$ cat config.mk
export PLATFORM = sky130hd
export DESIGN_NAME = fifo_with_keyed_removal_flat
export DESIGN_NICKNAME = d
export VERILOG_FILES = /design/src/rtl/core/fkr_pkg.sv /design/src/rtl/core/fkr_if.sv /design/src/rtl/core/fkr_store.sv /design/src/rtl/core/fkr_seq.sv /design/src/rtl/core/fifo_with_keyed_removal.sv /design/src/flat_wrapper.sv
export SDC_FILE = /design/constraint.sdc
export NUM_CORES = 1
export LEC_CHECK = 0
export ABC_AREA = 1
export BUFFER_PORTS_ARGS = -buffer_cell sky130_fd_sc_hd__buf_4
export CAP_MARGIN = 10
export CORE_MARGIN = 5
export CORE_UTILIZATION = 27
export CTS_CLUSTER_SIZE = 25
export DETAILED_ROUTE_END_ITERATION = 7
export SLEW_MARGIN = 20
export SYNTH_ARGS = -nofsm -noshare
export SYNTH_HDL_FRONTEND = slang
export SYNTH_SLANG_ARGS = --single-unit
$ cat constraint.sdc
create_clock -name clk -period 5.8 [get_ports clk]
set_clock_uncertainty 0.2 [all_clocks]
set_input_delay 0.29 -clock clk [delete_from_list [all_inputs] [get_ports clk]]
set_output_delay 0.29 -clock clk [all_outputs]
set_load 0.05 [all_outputs]
$ cat src/rtl/core/fkr_pkg.sv
// fkr_pkg: shared types and constants for the keyed-removal queue
// no dependencies; used by the interfaces, fkr_store, fkr_seq and the top level
`timescale 1ns / 1ps
`default_nettype none

package fkr_pkg;

	localparam int DEPTH        = 16;
	localparam int KEY_BITS     = 16;
	localparam int PAYLOAD_BITS = 32;
	localparam int FILL_BITS    = 5;
	localparam int IDX_BITS     = $clog2(DEPTH);
	localparam int CNT_BITS     = $clog2(DEPTH + 1);

	typedef logic [IDX_BITS-1:0]     idx_t;
	typedef logic [CNT_BITS-1:0]     cnt_t;
	typedef logic [KEY_BITS-1:0]     key_t;
	typedef logic [PAYLOAD_BITS-1:0] payload_t;
	typedef logic [FILL_BITS-1:0]    fill_t;

	// operation codes carried in the kind field
	typedef enum logic [1:0] {
		KIND_INSERT   = 2'd0,
		KIND_DELETE   = 2'd1,
		KIND_TRAVERSE = 2'd2,
		KIND_CLEAR    = 2'd3
	} kind_t;

	// one stored entry
	typedef struct packed {
		key_t     key;
		payload_t payload;
	} entry_t;

	// access request from the sequencer to the entry memory
	typedef struct packed {
		logic   we;
		idx_t   waddr;
		entry_t wdata;
		logic   re;
		idx_t   raddr;
	} mem_req_t;

	// result beat held in the output register
	typedef struct packed {
		logic     ok;
		key_t     out_key;
		payload_t out_payload;
		fill_t    fill_count;
		logic     last;
	} rsp_beat_t;

	// sequencer states
	typedef enum logic [2:0] {
		ST_IDLE,
		ST_TRV_RD,
		ST_TRV_DAT,
		ST_DEL_RD,
		ST_DEL_CMP,
		ST_SH_RD,
		ST_SH_WR,
		ST_OUT
	} state_t;

endpackage

`default_nettype wire

$ cat src/rtl/core/fkr_if.sv
// fkr_cmd_if and fkr_rsp_if: valid/ready channels for command and result beats
// depends on fkr_pkg
`timescale 1ns / 1ps
`default_nettype none

interface fkr_cmd_if;
	logic              valid;
	logic              ready;
	fkr_pkg::kind_t    kind;
	fkr_pkg::key_t     entry_key;
	fkr_pkg::payload_t entry_payload;

	modport source (output valid, output kind, output entry_key, output entry_payload,
		input ready);
	modport sink (input valid, input kind, input entry_key, input entry_payload,
		output ready);
endinterface

interface fkr_rsp_if;
	logic              valid;
	logic              ready;
	logic              ok;
	fkr_pkg::key_t     out_key;
	fkr_pkg::payload_t out_payload;
	fkr_pkg::fill_t    fill_count;
	logic              last;

	modport source (output valid, output ok, output out_key, output out_payload,
		output fill_count, output last, input ready);
	modport sink (input valid, input ok, input out_key, input out_payload,
		input fill_count, input last, output ready);
endinterface

`default_nettype wire

$ cat src/rtl/core/fkr_store.sv
// fkr_store: entry memory, one write port and one read port, registered read data
// depends on fkr_pkg
`timescale 1ns / 1ps
`default_nettype none

module fkr_store (
	input  wire logic              clk,
	input  wire fkr_pkg::mem_req_t req,
	output fkr_pkg::entry_t        rdata
);

	fkr_pkg::entry_t mem_q [fkr_pkg::DEPTH];
	fkr_pkg::entry_t rdata_q;

	// write port
	always_ff @(posedge clk) begin
		if (req.we) begin
			mem_q[req.waddr] <= req.wdata;
		end
	end

	// read port, read data registered and valid in the cycle after the request
	always_ff @(posedge clk) begin
		if (req.re) begin
			rdata_q <= mem_q[req.raddr];
		end
	end

	assign rdata = rdata_q;

endmodule

`default_nettype wire

$ cat src/rtl/core/fkr_seq.sv
// fkr_seq: operation sequencer with fill count, search, compaction and result register
// depends on fkr_pkg and the fkr_cmd_if / fkr_rsp_if interfaces
`timescale 1ns / 1ps
`default_nettype none

module fkr_seq (
	input  wire logic              clk,
	input  wire logic              arst_n,
	fkr_cmd_if.sink                cmd,
	fkr_rsp_if.source              rsp,
	output fkr_pkg::mem_req_t      mem_req,
	input  wire fkr_pkg::entry_t   rdata
);

	fkr_pkg::state_t    state_q, state_d;
	fkr_pkg::idx_t      idx_q;
	fkr_pkg::cnt_t      count_q;
	fkr_pkg::key_t      key_q;
	fkr_pkg::kind_t     kind_q;
	fkr_pkg::rsp_beat_t out_q;
	fkr_pkg::rsp_beat_t out_d;

	logic cmd_beat;
	logic rsp_beat;
	logic at_last;
	logic is_full;
	logic is_empty;
	logic key_hit;

	assign cmd_beat = cmd.valid && cmd.ready;
	assign rsp_beat = rsp.valid && rsp.ready;
	assign at_last  = (fkr_pkg::CNT_BITS'(idx_q) + fkr_pkg::CNT_BITS'(1)) == count_q;
	assign is_full  = count_q == fkr_pkg::CNT_BITS'(fkr_pkg::DEPTH);
	assign is_empty = count_q == '0;
	assign key_hit  = rdata.key == key_q;

	// next state
	always_comb begin
		state_d = state_q;
		unique case (state_q)
			fkr_pkg::ST_IDLE: begin
				if (cmd_beat) begin
					unique case (cmd.kind)
						fkr_pkg::KIND_TRAVERSE: state_d = is_empty ? fkr_pkg::ST_OUT
							: fkr_pkg::ST_TRV_RD;
						fkr_pkg::KIND_DELETE: state_d = is_empty ? fkr_pkg::ST_OUT
							: fkr_pkg::ST_DEL_RD;
						fkr_pkg::KIND_INSERT,
						fkr_pkg::KIND_CLEAR: state_d = fkr_pkg::ST_OUT;
					endcase
				end
			end
			fkr_pkg::ST_TRV_RD:  state_d = fkr_pkg::ST_TRV_DAT;
			fkr_pkg::ST_TRV_DAT: state_d = fkr_pkg::ST_OUT;
			fkr_pkg::ST_DEL_RD:  state_d = fkr_pkg::ST_DEL_CMP;
			fkr_pkg::ST_DEL_CMP: begin
				priority if (key_hit) begin
					state_d = fkr_pkg::ST_SH_RD;
				end else if (at_last) begin
					state_d = fkr_pkg::ST_OUT;
				end else begin
					state_d = fkr_pkg::ST_DEL_RD;
				end
			end
			fkr_pkg::ST_SH_RD: state_d = at_last ? fkr_pkg::ST_OUT : fkr_pkg::ST_SH_WR;
			fkr_pkg::ST_SH_WR: state_d = fkr_pkg::ST_SH_RD;
			fkr_pkg::ST_OUT: begin
				if (rsp_beat) begin
					if (kind_q == fkr_pkg::KIND_TRAVERSE && !out_q.last) begin
						state_d = fkr_pkg::ST_TRV_RD;
					end else begin
						state_d = fkr_pkg::ST_IDLE;
					end
				end
			end
		endcase
	end

	// handshake and memory access
	always_comb begin
		cmd.ready     = 1'b0;
		rsp.valid     = 1'b0;
		mem_req.we    = 1'b0;
		mem_req.waddr = idx_q;
		mem_req.wdata = rdata;
		mem_req.re    = 1'b0;
		mem_req.raddr = idx_q;
		unique case (state_q)
			fkr_pkg::ST_IDLE: begin
				cmd.ready     = 1'b1;
				mem_req.waddr = count_q[fkr_pkg::IDX_BITS-1:0];
				mem_req.wdata = '{key: cmd.entry_key, payload: cmd.entry_payload};
				mem_req.we    = cmd.valid && cmd.kind == fkr_pkg::KIND_INSERT && !is_full;
			end
			fkr_pkg::ST_TRV_RD,
			fkr_pkg::ST_DEL_RD: begin
				mem_req.re = 1'b1;
			end
			fkr_pkg::ST_SH_RD: begin
				mem_req.re    = !at_last;
				mem_req.raddr = idx_q + fkr_pkg::IDX_BITS'(1);
			end
			fkr_pkg::ST_SH_WR: begin
				mem_req.we = 1'b1;
			end
			fkr_pkg::ST_OUT: begin
				rsp.valid = 1'b1;
			end
			fkr_pkg::ST_TRV_DAT,
			fkr_pkg::ST_DEL_CMP: begin
			end
		endcase
	end

	// control registers
	always_ff @(posedge clk or negedge arst_n) begin
		if (!arst_n) begin
			state_q <= fkr_pkg::ST_IDLE;
			count_q <= '0;
			idx_q   <= '0;
		end else begin
			state_q <= state_d;
			unique case (state_q)
				fkr_pkg::ST_IDLE: begin
					idx_q <= '0;
					if (cmd_beat) begin
						if (cmd.kind == fkr_pkg::KIND_INSERT && !is_full) begin
							count_q <= count_q + fkr_pkg::CNT_BITS'(1);
						end
						if (cmd.kind == fkr_pkg::KIND_CLEAR) begin
							count_q <= '0;
						end
					end
				end
				fkr_pkg::ST_DEL_CMP: begin
					if (!key_hit && !at_last) begin
						idx_q <= idx_q + fkr_pkg::IDX_BITS'(1);
					end
				end
				fkr_pkg::ST_SH_RD: begin
					if (at_last) begin
						count_q <= count_q - fkr_pkg::CNT_BITS'(1);
					end
				end
				fkr_pkg::ST_SH_WR: begin
					idx_q <= idx_q + fkr_pkg::IDX_BITS'(1);
				end
				fkr_pkg::ST_OUT: begin
					if (rsp_beat && !out_q.last) begin
						idx_q <= idx_q + fkr_pkg::IDX_BITS'(1);
					end
				end
				fkr_pkg::ST_TRV_RD,
				fkr_pkg::ST_TRV_DAT,
				fkr_pkg::ST_DEL_RD: begin
				end
			endcase
		end
	end

	// next result beat
	always_comb begin
		out_d = out_q;
		unique case (state_q)
			fkr_pkg::ST_IDLE: begin
				if (cmd_beat) begin
					out_d      = '0;
					out_d.last = 1'b1;
					unique case (cmd.kind)
						fkr_pkg::KIND_INSERT: begin
							out_d.ok         = !is_full;
							out_d.fill_count = is_full ? fkr_pkg::FILL_BITS'(count_q)
								: fkr_pkg::FILL_BITS'(count_q + fkr_pkg::CNT_BITS'(1));
						end
						fkr_pkg::KIND_CLEAR: begin
							out_d.ok = 1'b1;
						end
						fkr_pkg::KIND_DELETE,
						fkr_pkg::KIND_TRAVERSE: begin
							out_d.fill_count = fkr_pkg::FILL_BITS'(count_q);
						end
					endcase
				end
			end
			fkr_pkg::ST_TRV_DAT: begin
				out_d.ok          = 1'b1;
				out_d.out_key     = rdata.key;
				out_d.out_payload = rdata.payload;
				out_d.fill_count  = fkr_pkg::FILL_BITS'(count_q);
				out_d.last        = at_last;
			end
			fkr_pkg::ST_DEL_CMP: begin
				if (key_hit) begin
					out_d.ok          = 1'b1;
					out_d.out_key     = rdata.key;
					out_d.out_payload = rdata.payload;
				end
			end
			fkr_pkg::ST_SH_RD: begin
				if (at_last) begin
					out_d.fill_count = fkr_pkg::FILL_BITS'(count_q - fkr_pkg::CNT_BITS'(1));
				end
			end
			fkr_pkg::ST_TRV_RD,
			fkr_pkg::ST_DEL_RD,
			fkr_pkg::ST_SH_WR,
			fkr_pkg::ST_OUT: begin
			end
		endcase
	end

	// result register and operation context
	always_ff @(posedge clk) begin
		if (state_q == fkr_pkg::ST_IDLE && cmd_beat) begin
			kind_q <= cmd.kind;
			key_q  <= cmd.entry_key;
		end
		out_q <= out_d;
	end

	// result beat to the port
	assign rsp.ok          = out_q.ok;
	assign rsp.out_key     = out_q.out_key;
	assign rsp.out_payload = out_q.out_payload;
	assign rsp.fill_count  = out_q.fill_count;
	assign rsp.last        = out_q.last;

	// fill count stays within capacity
	a_count_bound: assert property (@(posedge clk) disable iff (!arst_n)
		count_q <= fkr_pkg::CNT_BITS'(fkr_pkg::DEPTH))
		else $error("fill count above capacity");

	// writes only land at or below the tail
	a_write_in_range: assert property (@(posedge clk) disable iff (!arst_n)
		mem_req.we |-> fkr_pkg::CNT_BITS'(mem_req.waddr) <= count_q)
		else $error("memory write beyond tail");

	// end of compaction removes exactly one entry
	a_delete_shrinks: assert property (@(posedge clk) disable iff (!arst_n)
		(state_q == fkr_pkg::ST_SH_RD && at_last) |=>
		count_q == $past(count_q) - fkr_pkg::CNT_BITS'(1))
		else $error("delete did not shrink the queue by one");

	// a traverse beat flagged last comes from the tail entry
	a_trav_last: assert property (@(posedge clk) disable iff (!arst_n)
		(state_q == fkr_pkg::ST_OUT && kind_q == fkr_pkg::KIND_TRAVERSE &&
		out_q.ok && out_q.last) |-> at_last)
		else $error("traverse ended before the tail");

endmodule

`default_nettype wire

$ cat src/rtl/core/fifo_with_keyed_removal.sv
// Insert, clear and a delete on an empty queue offer their result beat in the cycle after
// the command beat. A delete reads and compares each entry searched (ST_DEL_RD, ST_DEL_CMP),
// then moves each later entry up (ST_SH_RD, ST_SH_WR); traverse gives one beat per entry
// through ST_TRV_RD, ST_TRV_DAT and ST_OUT. Throughput: one operation at a time, as the
// sequencer takes a command only in ST_IDLE. Reset: arst_n clears the fill count and the
// sequencer; the memory is not cleared. Top level: sequencer plus entry memory
`timescale 1ns / 1ps
`default_nettype none

module fifo_with_keyed_removal (
	input  wire logic clk,
	input  wire logic arst_n,
	fkr_cmd_if.sink   cmd,
	fkr_rsp_if.source rsp
);

	fkr_pkg::mem_req_t mem_req;
	fkr_pkg::entry_t   rdata;

	// operation sequencer
	fkr_seq u_seq (
		.clk     (clk),
		.arst_n  (arst_n),
		.cmd     (cmd),
		.rsp     (rsp),
		.mem_req (mem_req),
		.rdata   (rdata)
	);

	// entry memory
	fkr_store u_store (
		.clk   (clk),
		.req   (mem_req),
		.rdata (rdata)
	);

endmodule

`default_nettype wire
$ cat src/flat_wrapper.sv
// flat-port wrapper written by rule: the top's interface ports become plain ports
module fifo_with_keyed_removal_flat 
  (clk, arst_n, cmd_valid, cmd_kind, cmd_entry_key, cmd_entry_payload, cmd_ready, rsp_valid, rsp_ok, rsp_out_key, rsp_out_payload, rsp_fill_count, rsp_last, rsp_ready);
  fkr_cmd_if cmd_i ();
  fkr_rsp_if rsp_i ();
  input  wire logic clk;
  input  wire logic arst_n;
  input wire logic [$bits(cmd_i.valid)-1:0] cmd_valid;
  input wire logic [$bits(cmd_i.kind)-1:0] cmd_kind;
  input wire logic [$bits(cmd_i.entry_key)-1:0] cmd_entry_key;
  input wire logic [$bits(cmd_i.entry_payload)-1:0] cmd_entry_payload;
  output wire logic [$bits(cmd_i.ready)-1:0] cmd_ready;
  output wire logic [$bits(rsp_i.valid)-1:0] rsp_valid;
  output wire logic [$bits(rsp_i.ok)-1:0] rsp_ok;
  output wire logic [$bits(rsp_i.out_key)-1:0] rsp_out_key;
  output wire logic [$bits(rsp_i.out_payload)-1:0] rsp_out_payload;
  output wire logic [$bits(rsp_i.fill_count)-1:0] rsp_fill_count;
  output wire logic [$bits(rsp_i.last)-1:0] rsp_last;
  input wire logic [$bits(rsp_i.ready)-1:0] rsp_ready;
  assign cmd_i.valid = cmd_valid;
  assign cmd_i.kind = cmd_kind;
  assign cmd_i.entry_key = cmd_entry_key;
  assign cmd_i.entry_payload = cmd_entry_payload;
  assign cmd_ready = cmd_i.ready;
  assign rsp_valid = rsp_i.valid;
  assign rsp_ok = rsp_i.ok;
  assign rsp_out_key = rsp_i.out_key;
  assign rsp_out_payload = rsp_i.out_payload;
  assign rsp_fill_count = rsp_i.fill_count;
  assign rsp_last = rsp_i.last;
  assign rsp_i.ready = rsp_ready;
  fifo_with_keyed_removal u_core (.clk(clk), .arst_n(arst_n), .cmd(cmd_i), .rsp(rsp_i));
endmodule
After elaboration in Yosys (flattened, before gate mapping) --
Memories as Yosys holds them, arrays and structs flattened. A register that Yosys moved wholly into a read port is not among the register bits. Cells that the tools add are included.
Cells by class: add/sub/neg operators 4, $mul 0, divide/modulo/power cells 0, magnitude comparators 0, equal/unequal tests 21, shift operators 0, muxes and demuxes 34, bitwise gates (word level) 0, reduce and logical (&&, ||, !) cells 30
Operators with widths (number):
- 49-bit case mux with 3 select lines | 1
- 55-bit 2-to-1 mux | 1
- 52-bit 2-to-1 mux | 1
- 49-bit 2-to-1 mux | 1
- 5-bit 2-to-1 mux | 5
- 3-bit case mux with 8 select lines | 1
- 5-bit case mux with 2 select lines | 2
- 3-bit 2-to-1 mux | 6
- 16-bit == test | 1
- 4-bit case mux with 4 select lines | 1
- 5-bit case mux with 3 select lines | 1
- 3-bit == test, second input constant | 4
- 4-bit 2-to-1 mux | 3
- 2-bit != test, second input constant | 6
- 1-bit logical AND | 9
- 3-bit case mux with 3 select lines | 1
- 3-bit AND reduction | 3
- 1-bit case mux with 2 select lines | 4
- 2-bit == test, second input constant | 3
- 3-bit by 2-bit == test with 1-bit output, second input constant | 2
- 1-bit 2-to-1 mux | 6
- 3-bit nonzero test | 2
- 2-bit OR reduction | 3
- 4-bit by 1-bit adder with 5-bit output, second input constant | 1
- other kinds (16) | 21
Storage, ports and cells: flip-flop bits (word level) 85, bits in latches 0, RAM bits 768, memory bits (read-only) 0, bits of input ports 54, output and inout port bits 57, logic and storage cells 100, memories kept 1
Memory list:
- u_core.u_store.mem_q | depth 16, bits a word 48, read ports 1, clocked after Yosys merged registers in 1, wr ports 1, line fkr_store.sv:12 | fkr_pkg::entry_t mem_q [fkr_pkg::DEPTH];

Depth between registers and ports, before layout --
word-level depth 7, gate-level depth with buffers 13, gate-level depth less buffers 13

By module --
From an unflattened synthesis, not the netlist that was laid out.
Unflattened totals: cells, all modules 3744, area total of the unflattened synthesis 39260.2 µm²
Modules (own cells, without submodules):
- fkr_store | times used 1, cells each 3165, area an instance 34469.3 µm², seq. area each 24503.5 µm²
- fkr_seq | times used 1, cells each 579, area an instance 4790.8 µm², seq. area each 2492.4 µm²

Worst setup path before layout --
Ideal clock, no wire load.
kind reg-to-reg, from register u_core.u_seq.state_q[0], to register u_core.u_seq.out_q (netlist bit u_core.u_seq.rsp.fill_count[0]) (enable), library setup time 0.503 ns, data arrival time 4.460 ns, data required time 5.097 ns, path slack 0.637 ns, cell stages (with the launch flop) 4, buffers on the path 0, period minus slack after synthesis 5.163 ns, cell sequence dfrtp_1 -> inv_2 -> o21ai_0 -> nor2_1
On the way: word-level cells in the longest chain between the ends 5
RTL lines:
- start: declaration | line fkr_seq.sv:15 | fkr_pkg::state_t state_q, state_d;
- start signal: assignment | line fkr_seq.sv:118 | state_q <= fkr_pkg::ST_IDLE;
- start signal: assignment | line fkr_seq.sv:122 | state_q <= state_d;
- 3-bit logical NOT | line fkr_seq.sv:88, fkr_seq.sv:164
- 1-bit 2-to-1 mux | line fkr_seq.sv:88 | unique case (state_q)
- 1-bit logical AND | line fkr_seq.sv:30 | assign cmd_beat = cmd.valid && cmd.ready;
- 2-bit != test (no source line)
- 3-bit AND reduction (no source line) (*)
- end signal: assignment | line fkr_seq.sv:218 | out_q <= out_d;
- end: declaration | line fkr_seq.sv:20 | fkr_pkg::rsp_beat_t out_q;
Mark *: on every way between the ends. The rest lies on a longest branch, timed or not. A chain may end at the register's enable or synchronous reset.

Worst setup path after layout --
from register u_core.u_seq.count_q[0], to memory u_core.u_store.mem_q[0][1] in the netlist's numbering (enable)
On the way: word-level cells in the longest chain between the ends 6
RTL lines:
- start: declaration | line fkr_seq.sv:17 | fkr_pkg::cnt_t count_q;
- start signal: assignment | line fkr_seq.sv:128 | count_q <= count_q + fkr_pkg::CNT_BITS'(1);
- start signal: assignment | line fkr_seq.sv:142 | count_q <= count_q - fkr_pkg::CNT_BITS'(1);
- 5-bit == test | line fkr_seq.sv:33 | assign is_full = count_q == fkr_pkg::CNT_BITS'(fkr_pkg::DEPTH);
- 1-bit logical NOT | line fkr_seq.sv:93 | mem_req.we = cmd.valid && cmd.kind == fkr_pkg::KIND_INSERT && !is_full;
- 1-bit logical AND | line fkr_seq.sv:93
- 1-bit case mux with 2 select lines | line fkr_seq.sv:88
- 1-bit 2-to-1 mux | line fkr_store.sv:17 | if (req.we) begin
- 1-bit 2-to-1 mux (not written as such) | line fkr_store.sv:18 | mem_q[req.waddr] <= req.wdata;
- end: declaration | line fkr_store.sv:12
Parallel ways exist; a longest one is shown, timed or not.

==> impl_results.md <==
- Setup TNS: 0 ps
- R2R Setup Slk: 1730 ps
- Hold Fails Final Rpt: 0
- Global-route wire length before repair: 154000 um
- Starting Density: 0.271
- Synthesis-stage register bit count: 901
- Root buffer cell: clkbuf_16
- Routed wire per std cell: 16.9 um
- # IOs: approximately 110
- Post-Syn Area: 39400 sq um
- Maximum operating frequency: ~0.25 GHz
- FILL cells: about 15000
- CTS Buffer Depth: 3
- Yosys warning total: 0
- Reg-to-reg startpoint: u_core.u_seq.count_q[0]
- Total power: ~24 mW
- Final Setup Violations: 0
- Nets: 4074
- Post-CTS Setup Inserts: 0
- Peak supply drop: around 0.00044 V
- Detailed placement HPWL: around 55000 um
- Yosys top cell area share: 0.677
- Post-CTS sizing: 0
- Synth Flop Type: edfxtp_1
- Post-Syn Area per Cell: 10.2 sq um
- Transition time of the tightest slew-check pin: roughly 1000 ps
- Die area: 154000 sq um
- CORE AREA: 145000 sq um
- Hold path depth: 3
- Reg clk slew, reported paths: 60 ps
- Crit. End Element: register
- # H-tree levels: 3
- Status: complete, no violations
- Synth Instances: a little under 4000
- Synth unique cells: 31
- Worst rel slew slack: 0.329
- Worst EP arrival: 4160 ps
- GPL Wtd Cong: 0.825
- Largest net degree at the start of global routing: 147
- Final worst slack: roughly 1700 ps
- Worst setup SP type: register
- Cts hold-fix bufs: 52
- Vias/cell: about 4.3
- CTS tree: yes
- # DRC: 0
- Hold EP: u_core.u_store.mem_q[12][24]
- Most frequent cells in the layout: nand2_1 (999), edfxtp_1 (889), inv_1 (863), nand3_1 (702), buf_4 (184)
- Slew Limit Fails: 0
- Final cycle utilization of the critical path: 0.702
- Drt total wl: 101000 um
- Area leader, netlist: edfxtp_1
- Fin crit period: 4070 ps
- GRT overflow: 0
- DR vias: 26100
- R2R depth: 12
- Layout Cells excl Fill: 6007
- Async S/R FF share, synth: 0.0133
- Placed cell count: between 5000 and 6000
- Die W: 392 um
- Clock Latency Late Sink: roughly 690 ps
- Static Leak: 19.4 nW
- # rows: 140
- Critical path class: reg -> reg
- Area delta synth->final: 17.3%
- Worst slack, placed: 1860 ps
- IO Port Bufs: 110
- Initial antenna violation count: 7
- DR pass1 iterations: 5
- Critical path required time: 5890 ps
- Share of cells above drive strength 1: 0.0891
- Total GRT Usage: 0.130
- Max-Cap Viols: 0
- Min-Delay Path Class: in -> reg
- CTS Buf Count: 90
- Post-synth EDFFs: 889
- Synth top area cells: edfxtp_1 (68%), nand2_1 (9.5%), nand3_1 (8.9%)
- CP max FO: 29
- Antenna Nets Post-Route: 0
- RSZ-0062 raised after global routing: no
- R2r endpoint: u_core.u_store.mem_q[0][1]
- Most common cell after layout, fill and taps aside: nand2_1
- Clk sinks: 901
- Net Count, Synth: 3909
- Min-delay src: cmd_entry_payload[24]
- Die H: 392 um
- Power per Cell Area: 523 nW/um^2
- Initial drt markers: 2198
- Seq/Total Area, Yosys: 0.685
- Vias in the first global route: 25200
-- power by group --
part,switching [mW],total [mW],internal [mW]
sequential,0.350,9.69,9.34
combinational,6.53,8.78,2.25
clock,2.50,5.71,3.21
-- synth_stat cells, types with 5 or more instances --
master,number
nand2_1,999
edfxtp_1,889
inv_1,865
nand3_1,702
buf_2,121
nor2_1,91
o21ai_0,67
clkbuf_1,28
buf_4,17
dfrtp_1,12
buf_1,10
ha_1,6
a21oi_1,5
-- worst max-delay path by stage --
| stage | from | to | slack (ps) | cells past startpoint |
|---|---|---|---|---|
| 6_report | u_core.u_seq.count_q[0] | u_core.u_store.mem_q[0][1] | 1730 | 12 |
| 5_1_grt | u_core.u_seq.count_q[0] | u_core.u_store.mem_q[0][0] | 1500 | 12 |
| 4_1_cts | u_core.u_seq.count_q[0] | u_core.u_store.mem_q[0][44] | 1820 | 12 |
| 3_5_place_dp | u_core.u_seq.count_q[0] | u_core.u_store.mem_q[0][7] | 1860 | 12 |
| 3_3_place_gp | u_core.u_seq.count_q[0] | u_core.u_store.mem_q[4][44] | 1800 | 12 |
| 2_1_floorplan | u_core.u_seq.state_q[0] | u_core.u_seq.rsp.fill_count[0] | 640 | 3 |
-- routing by layer --
layer  global-route usage  up-vias  wire length [um]
li1                     -    12700                 -
met1                0.180    12400             45100
met2                0.211      841             46800
met3               0.0238      134              7330
met4               0.0340        0              2100
met5                    0        -                 0
-- logic make-up after synthesis --
logic type | synth area share
flops | 0.685
buf+inv | 0.106
fa+ha+maj | 0.00190
simple gates | 0.196
compound gates | 0.0109
xor+xnor | 0.000889
-- registers in the layout, indices dropped and copies added, names as in the netlist --
signal and count:
u_core.u_store.mem_q 768, u_core.u_seq.kind_q 2, u_core.u_store.rdata 48, u_core.u_seq.rsp.out_payload 32
u_core.u_seq.rsp.ok 1, u_core.u_seq.idx_q 4, u_core.u_seq.rsp.last 1, u_core.u_seq.rsp.out_key 16
u_core.u_seq.count_q 5, u_core.u_seq.key_q 16, u_core.u_seq.rsp.fill_count 5, u_core.u_seq.state_q 3
-- worst max-delay path, stage by stage (launching register included) --
cell and delay, ps:
dfrtp_1 480, inv_1 160, ha_1 260, nand2_1 110, nor2_1 70, nand2_1 130
nand2_1 110, inv_1 90, nand2_1 60, o21ai_0 310, nand2_1 440, nor2_4 690
buf_4 560
-- cell type report --
type,count,area [sq um],share of cell area
sequential,901,27000,0.584
multi-input combinational,1901,8500,0.184
inverter,868,3260,0.0705
tap,1917,2400,0.0519
clock buffer,111,2350,0.0509
timing repair buffer,252,2230,0.0482
clock inverter,51,502,0.0108
antenna,6,15.0,0.000325
-- through the flow --
stage	utilization	hold slack, ps	area, sq um
5_1_grt	0.318	56.9	46200
3_5_place_dp	0.295	-52.3	42900
6_report	0.318	40.1	46300
3_3_place_gp	0.294	-51.6	42800
2_1_floorplan	-	-206	39400
4_1_cts	0.318	8.93	46200
Power figures use the tool's default switching activity.
